**src/design/rlp_enc_pkg.sv**
```systemverilog
// Shared types and constants for the RLP item list encoder.
`timescale 1ns / 1ps

package rlp_enc_pkg;

    // Operation codes carried on the op field.
    localparam logic [1:0] OP_START = 2'd0;
    localparam logic [1:0] OP_CONT  = 2'd1;
    localparam logic [1:0] OP_LIST  = 2'd2;

    // Error codes reported with every result byte.
    localparam logic [1:0] ERR_NONE    = 2'd0;
    localparam logic [1:0] ERR_ORPHAN  = 2'd1;
    localparam logic [1:0] ERR_ABANDON = 2'd2;

    // RLP prefix bases and limits.
    localparam logic [7:0] RLP_STR_SHORT    = 8'h80;
    localparam logic [7:0] RLP_STR_LONG     = 8'hB7;
    localparam logic [7:0] RLP_LIST_SHORT   = 8'hC0;
    localparam logic [7:0] RLP_LIST_LONG    = 8'hF7;
    localparam logic [7:0] RLP_SHORT_MAX    = 8'd55;
    localparam logic [7:0] RLP_SINGLE_LIMIT = 8'h80;

    // Largest number of result bytes that one item can produce.
    localparam int MAX_RESULTS = 6;
    localparam int CNT_W       = 3;

    // One decoded item: its result bytes (byte 0 goes out first), how many
    // of them are valid, and the error code they all carry.
    typedef struct packed {
        logic [MAX_RESULTS-1:0][7:0] bytes;
        logic [CNT_W-1:0]            cnt;
        logic [1:0]                  err;
    } entry_t;

endpackage

```
**src/design/rlp_enc_build.sv**
```systemverilog
// Combinational builder that turns one transaction into its encoded result bytes.
`timescale 1ns / 1ps

module rlp_enc_build #(
    parameter int LEN_WIDTH = 32
) (
    input  logic [1:0]            op,
    input  logic [7:0]            data_byte,
    input  logic [31:0]           length,
    input  logic [LEN_WIDTH-1:0]  remaining,
    output logic                  load,
    output rlp_enc_pkg::entry_t   entry,
    output logic [LEN_WIDTH-1:0]  remaining_next
);
    import rlp_enc_pkg::*;

    logic [LEN_WIDTH-1:0] len_w;
    logic [31:0]          len32;
    logic [2:0]           nlen;
    logic [4:0][7:0]      len_bytes;
    logic                 is_short;
    logic                 str_open;

    // Only the low LEN_WIDTH bits of the length take part.
    assign len_w    = length[LEN_WIDTH-1:0];
    assign len32    = 32'(len_w);
    assign is_short = (len32 <= 32'(RLP_SHORT_MAX));
    assign str_open = (remaining != '0);

    // Minimal count of big-endian length bytes, at least one.
    always_comb
    begin
        if (len32[31:24] != 8'd0)
        begin
            nlen = 3'd4;
        end
        else if (len32[23:16] != 8'd0)
        begin
            nlen = 3'd3;
        end
        else if (len32[15:8] != 8'd0)
        begin
            nlen = 3'd2;
        end
        else
        begin
            nlen = 3'd1;
        end
    end

    // Length bytes of a long header, most significant first, after the prefix slot.
    always_comb
    begin
        len_bytes = '0;
        case (nlen)
            3'd1:
            begin
                len_bytes[1] = len32[7:0];
            end
            3'd2:
            begin
                len_bytes[1] = len32[15:8];
                len_bytes[2] = len32[7:0];
            end
            3'd3:
            begin
                len_bytes[1] = len32[23:16];
                len_bytes[2] = len32[15:8];
                len_bytes[3] = len32[7:0];
            end
            default:
            begin
                len_bytes[1] = len32[31:24];
                len_bytes[2] = len32[23:16];
                len_bytes[3] = len32[15:8];
                len_bytes[4] = len32[7:0];
            end
        endcase
    end

    // Encode the transaction according to its operation.
    always_comb
    begin
        load           = 1'b0;
        entry          = '0;
        remaining_next = remaining;
        case (op)
            OP_CONT:
            begin
                // A continuation passes its byte through, or gives a zero byte flagged
                // as an orphan when no string is open.
                load      = 1'b1;
                entry.cnt = CNT_W'(1);
                if (str_open)
                begin
                    entry.bytes[0] = data_byte;
                    entry.err      = ERR_NONE;
                    remaining_next = remaining - LEN_WIDTH'(1);
                end
                else
                begin
                    entry.bytes[0] = 8'd0;
                    entry.err      = ERR_ORPHAN;
                end
            end
            OP_LIST:
            begin
                load           = 1'b1;
                entry.err      = str_open ? ERR_ABANDON : ERR_NONE;
                remaining_next = '0;
                if (is_short)
                begin
                    entry.bytes[0] = RLP_LIST_SHORT + len32[7:0];
                    entry.cnt      = CNT_W'(1);
                end
                else
                begin
                    entry.bytes[4:0] = len_bytes;
                    entry.bytes[0]   = RLP_LIST_LONG + 8'(nlen);
                    entry.cnt        = CNT_W'(nlen + 3'd1);
                end
            end
            OP_START:
            begin
                load           = 1'b1;
                entry.err      = str_open ? ERR_ABANDON : ERR_NONE;
                remaining_next = '0;
                if ((len32 == 32'd0) || ((len32 == 32'd1) && (data_byte == 8'd0)))
                begin
                    // Empty string, and a lone zero byte, encode as the empty string.
                    entry.bytes[0] = RLP_STR_SHORT;
                    entry.cnt      = CNT_W'(1);
                end
                else if ((len32 == 32'd1) && (data_byte < RLP_SINGLE_LIMIT))
                begin
                    // A lone small byte is its own encoding.
                    entry.bytes[0] = data_byte;
                    entry.cnt      = CNT_W'(1);
                end
                else if (is_short)
                begin
                    entry.bytes[0] = RLP_STR_SHORT + len32[7:0];
                    entry.bytes[1] = data_byte;
                    entry.cnt      = CNT_W'(2);
                    remaining_next = len_w - LEN_WIDTH'(1);
                end
                else
                begin
                    entry.bytes[4:0]         = len_bytes;
                    entry.bytes[0]           = RLP_STR_LONG + 8'(nlen);
                    entry.bytes[nlen + 3'd1] = data_byte;
                    entry.cnt                = CNT_W'(nlen + 3'd2);
                    remaining_next           = len_w - LEN_WIDTH'(1);
                end
            end
            default:
            begin
                // Unused operation: no result and no change of state.
                load = 1'b0;
            end
        endcase
    end

endmodule

```
**src/design/rlp_item_list_encoder.sv**
```systemverilog
// Top level of the streaming RLP string and list header encoder.
//
// Each transaction is encoded combinationally into a holding register and then
// moved to an output shift register that sends one encoded byte per cycle
// while result_stall is low. A continuation byte or an orphan continuation
// gives one result, a short string start gives one or two, a long string start
// gives up to six (prefix, up to four length bytes, first payload byte) and a
// list header up to five. Single-byte transactions run at one per cycle while
// result_stall is low. An accepted transaction is registered in the holding
// register and then moved to the output register, which presents its first
// result. The holding register takes the next transaction while the output
// register still has bytes waiting. The open-string byte count is LEN_WIDTH
// bits; length bits above it are ignored.
`timescale 1ns / 1ps

module rlp_item_list_encoder #(
    parameter int LEN_WIDTH = 32
) (
    input  logic        clk,
    input  logic        rst_n,
    input  logic        item_valid,
    output logic        item_stall,
    input  logic [1:0]  op,
    input  logic [7:0]  data_byte,
    input  logic [31:0] length,
    output logic        result_valid,
    input  logic        result_stall,
    output logic [7:0]  out_byte,
    output logic        last,
    output logic [1:0]  error
);
    import rlp_enc_pkg::*;

    logic                        accept;
    logic                        dec_load;
    entry_t                      dec_entry;
    logic [LEN_WIDTH-1:0]        rem_reg;
    logic [LEN_WIDTH-1:0]        rem_next;
    logic                        hold_valid_reg;
    logic                        hold_valid_next;
    entry_t                      hold_entry_reg;
    logic [CNT_W-1:0]            out_cnt_reg;
    logic [CNT_W-1:0]            out_cnt_next;
    logic [MAX_RESULTS-1:0][7:0] out_bytes_reg;
    logic [1:0]                  out_err_reg;
    logic                        out_free;
    logic                        hold_move;
    logic                        out_take;

    // Encoder for the incoming transaction.
    rlp_enc_build #(
        .LEN_WIDTH (LEN_WIDTH)
    ) u_build (
        .op             (op),
        .data_byte      (data_byte),
        .length         (length),
        .remaining      (rem_reg),
        .load           (dec_load),
        .entry          (dec_entry),
        .remaining_next (rem_next)
    );

    // Handshake control between the holding and output registers.
    assign out_take   = result_valid && !result_stall;
    assign out_free   = (out_cnt_reg == '0) || ((out_cnt_reg == CNT_W'(1)) && !result_stall);
    assign hold_move  = hold_valid_reg && out_free;
    assign item_stall = hold_valid_reg && !out_free;
    assign accept     = item_valid && !item_stall;

    // Next state of the holding register valid flag.
    always_comb
    begin
        hold_valid_next = hold_valid_reg;
        if (accept && dec_load)
        begin
            hold_valid_next = 1'b1;
        end
        else if (hold_move)
        begin
            hold_valid_next = 1'b0;
        end
    end

    // Next byte count of the output shift register.
    always_comb
    begin
        out_cnt_next = out_cnt_reg;
        if (hold_move)
        begin
            out_cnt_next = hold_entry_reg.cnt;
        end
        else if (out_take)
        begin
            out_cnt_next = out_cnt_reg - CNT_W'(1);
        end
    end

    // Control state: open-string count and occupancy of both registers.
    always_ff @(posedge clk or negedge rst_n)
    begin
        if (!rst_n)
        begin
            rem_reg        <= '0;
            hold_valid_reg <= 1'b0;
            out_cnt_reg    <= '0;
        end
        else
        begin
            if (accept)
            begin
                rem_reg <= rem_next;
            end
            hold_valid_reg <= hold_valid_next;
            out_cnt_reg    <= out_cnt_next;
        end
    end

    // Payload of the holding register and the output shift register.
    always_ff @(posedge clk)
    begin
        if (accept && dec_load)
        begin
            hold_entry_reg <= dec_entry;
        end
        if (hold_move)
        begin
            out_bytes_reg <= hold_entry_reg.bytes;
            out_err_reg   <= hold_entry_reg.err;
        end
        else if (out_take)
        begin
            out_bytes_reg <= out_bytes_reg >> 8;
        end
    end

    // Result transaction fields.
    assign result_valid = (out_cnt_reg != '0);
    assign out_byte     = out_bytes_reg[0];
    assign last         = (out_cnt_reg == CNT_W'(1));
    assign error        = out_err_reg;

endmodule
```
**config.mk**
```make
export PLATFORM = sky130hd
export DESIGN_NAME = rlp_item_list_encoder
export DESIGN_NICKNAME = d
export VERILOG_FILES = /design/src/design/rlp_enc_pkg.sv /design/src/design/rlp_enc_build.sv /design/src/design/rlp_item_list_encoder.sv
export SDC_FILE = /design/constraint.sdc
export NUM_CORES = 1
export LEC_CHECK = 0
export ABC_AREA = 1
export BUFFER_PORTS_ARGS = -buffer_cell sky130_fd_sc_hd__clkbuf_2
export CAP_MARGIN = 20
export CELL_PAD_IN_SITES_DETAIL_PLACEMENT = 1
export CELL_PAD_IN_SITES_GLOBAL_PLACEMENT = 1
export CORE_ASPECT_RATIO = 1.2
export CORE_UTILIZATION = 25
export DETAILED_ROUTE_END_ITERATION = 7
export PLACE_DENSITY_LB_ADDON = 0.1
export SLEW_MARGIN = 10
export SYNTH_ARGS = -nofsm -noshare
export SYNTH_HDL_FRONTEND = slang
export SYNTH_HIERARCHICAL = 1
export SYNTH_SLANG_ARGS = --single-unit
```
**constraint.sdc**
```tcl
create_clock -name clk -period 4.9 [get_ports clk]
set_clock_uncertainty 0.1 [all_clocks]
set_input_delay 1.225 -clock clk [delete_from_list [all_inputs] [get_ports clk]]
set_output_delay 1.225 -clock clk [all_outputs]
set_load 0.01 [all_outputs]
```
==> metrics.txt <==
DR pass1 iterations 5; share of the yosys chip area belonging to registers 40.3%; Hold WS 0.321 ns; max capacitance violation total 0; Finished Cell Area 0.0112 sq mm; Max Fclk 248 MHz; Mapped Avg Cell Area 7.43 sq um; element type at the critical path end flop; Die Height 220 um; max reg flops 53; Final Hold Vio Count 0; synthesized net count 1396; DRC Markers 0; IR drop worst, VDD 0.231 mV; Tmin final 4.03 ns; worst-skew pair later-pin latency 0.45 ns; Rel. slew slack 43.5%; Setup Fix Bufs, Post-CTS 0; ys flop type edfxtp_1; Worst Path Buf+Inv 5; post-cts sizing count 0; worst endpoint required time 5.00 ns; vias in the first global route 9252; CTS tree done; post-synthesis cell type count 42; Avg WL per Cell 20.3 um; via/cell ratio 4.67; starting density of the core 25.5%; HPWL Detailed 30.2 mm; Syn Inst Count 1336; Post-Syn Area 0.00992 sq mm; final WL 38.6 mm; Critical Path AT 4.13 ns; Total Power 5.56 mW; number of setup violations in the final report 0; cell count after placement 1873; unrepaired setup endpoints after global routing false; share of layout cells above drive strength 1 13.1%; Final nets 1426; first-pass GRT wire length 58.7 mm; yosys warns 6; Vias 8888; Worst path top cell family by delay simple AND/OR/NAND/NOR gates; Area after DPL 0.0106 sq mm; critical path class in -> reg; Tightest Pin Transition 0.847 ns; power per cell area 496 mW/mm^2; DR iter-0 viols 438; Clock Path Buffers 2; Setup crit start kind input pin; largest net degree at the start of global routing 54; Crit-path slowest cell nand2_2; number of synthesized flops with an enable pin 103; Core Box Area 0.0389 sq mm; Leak Pwr 5.03 nW; setup_tns 0 ns; Non-Filler Instances 1903; CP max stage delay 0.42 ns; CP Max Fanout 18; I/O pin cnt 59; full die area 0.0405 sq mm; Area Overhead vs Synth 13.0%; Ant. Diodes 0; async set-reset flop share out of synthesis 25.9%; status complete, no violations; Hold Path Class reg -> reg; Root Buffer clkbuf_16; CTS Sinks 139; gpl congestion 0.830; critical path, cell by cell clkbuf_2 -> nor2_2 -> nand2_2 -> inv_2 -> nand2_1 -> nand2_1 -> nand2_2 -> inv_4 -> ha_1 -> ha_1 -> clkinv_1 -> nand2_2 -> inv_2 -> o21ai_0 -> nand2_1 -> nand2_1 -> nand2_1; gr ovfl total 0; Site Rows 79; gr usage total 19.9%; level count of the clock H-tree 4; Final Cycle Share 82.2%; final max-slew violation count 0; PortBufs 58; CP most frequent cell nand2_1; hold buffers post-CTS 0; FILL cells 4825; initial antenna violation count 0; Yosys reg bits 139; Final ANT Viol Nets 0; Reg clk slew, reported paths 0.06 ns; CTS Buf Count 17; Die Wd 184 um
layout make-up:
cell class	instances	area [sq um]	area share, %
Clock inverter	11	173	1.54
Multi-Input combinational cell	1009	5040	44.9
Sequential cell	139	3990	35.6
Clock buffer	19	433	3.86
Timing Repair Buffer	70	425	3.79
Inverter	129	492	4.39
Tap cell	526	658	5.87
synthesized netlist by cell type, types with 7 or more instances:
library cell / count / area, sq um
a21oi_1: 11 / 55.1
buf_2: 13 / 65.1
buf_4: 16 / 120
buf_6: 13 / 146
clkbuf_1: 11 / 41.3
dfrtp_1: 36 / 901
edfxtp_1: 103 / 3090
ha_1: 14 / 175
inv_1: 117 / 439
inv_2: 8 / 30.0
nand2_1: 455 / 1710
nand2_2: 11 / 68.8
nand2_4: 7 / 78.8
nand3_1: 158 / 791
nand3_2: 15 / 150
nand4_1: 19 / 119
nor2_1: 136 / 510
nor2_2: 12 / 75.1
nor3_1: 17 / 85.1
o211ai_1: 13 / 97.6
o21ai_0: 21 / 105
o21ai_1: 14 / 70.1
o22ai_1: 13 / 81.3
or2_2: 9 / 56.3
xnor2_1: 10 / 87.6
xor2_1: 43 / 377
layout by cell type (no fill, tap or decap), types with 4 or more instances in the layout:
cell type and count:
nand2_1 455, nand3_1 158, nor2_1 134, inv_1 116
edfxtp_1 103, clkbuf_2 58, xor2_1 43, dfrtp_1 36
o21ai_0 21, nand4_1 19, clkbuf_16 17, nor3_1 17
nand3_2 15, ha_1 14, o21ai_1 14, o211ai_1 13
o22ai_1 13, nor2_2 12, nand2_2 11, a21oi_1 11
xnor2_1 10, inv_2 9, buf_4 9, or2_2 9
nand2_4 7, nor2_4 6, o21a_1 6, o21ai_2 5
o221ai_1 5, bufinv_16 4
per-stage QoR:
stage | worst slack, ns | utilization [%]
after detailed placement | 0.479 | 27.2
after global placement | 0.509 | 27.2
after global routing | 0.641 | 28.8
after floorplan | 0.385 | -
after CTS | 0.953 | 28.8
final | 0.871 | 28.8
routing by layer:
layer / share of wire (%) / wire (um) / GRT usage (%)
met1: 44 / 16900 / 24.2
met2: 50 / 19400 / 35.0
met3: 2.6 / 1020 / 2.76
met5: 0 / 0 / 0
met4: 3.5 / 1340 / 8.53
path summary, 6_finish.rpt:
check	from	endpoint	slack, ns	depth (start not counted)
min reg2reg	hold_entry_reg[1]	error[1]	0.32	0
max reg2reg	rem_reg[0]	rem_reg[25]	1.93	10
max in group asynchronous	rst_n	out_cnt_reg[1]	3.50	2
min in group asynchronous	rst_n	rem_reg[15]	0.68	1
max	length[8]	hold_entry_reg[27]	0.87	17
min	hold_entry_reg[1]	error[1]	0.32	0
worst register-to-register path, delay by kind of cell, from the launching register on:
family,cells,cell delay [ns]
adder cells (fa/ha/maj),1,0.28
buffers and inverters,2,0.62
flip-flops,1,0.43
AND/OR/NAND/NOR,7,1.43
where the power goes:
group          switching, mW  total [mW]  internal (mW)
sequential             0.284        2.13           1.85
clock                  0.537        1.38          0.845
combinational           1.43        2.04          0.610
logic make-up (layout without fill, tap and decap cells):
family,after synthesis,after routing,synth area share [%]
xor+xnor,53,53,4.68
fa+ha+maj,14,14,1.77
compound gates,89,89,5.54
simple gates,853,853,38.6
flops,139,139,40.3
buf+inv,188,229,9.13
Note: power is estimated with default switching activity, not from simulation.
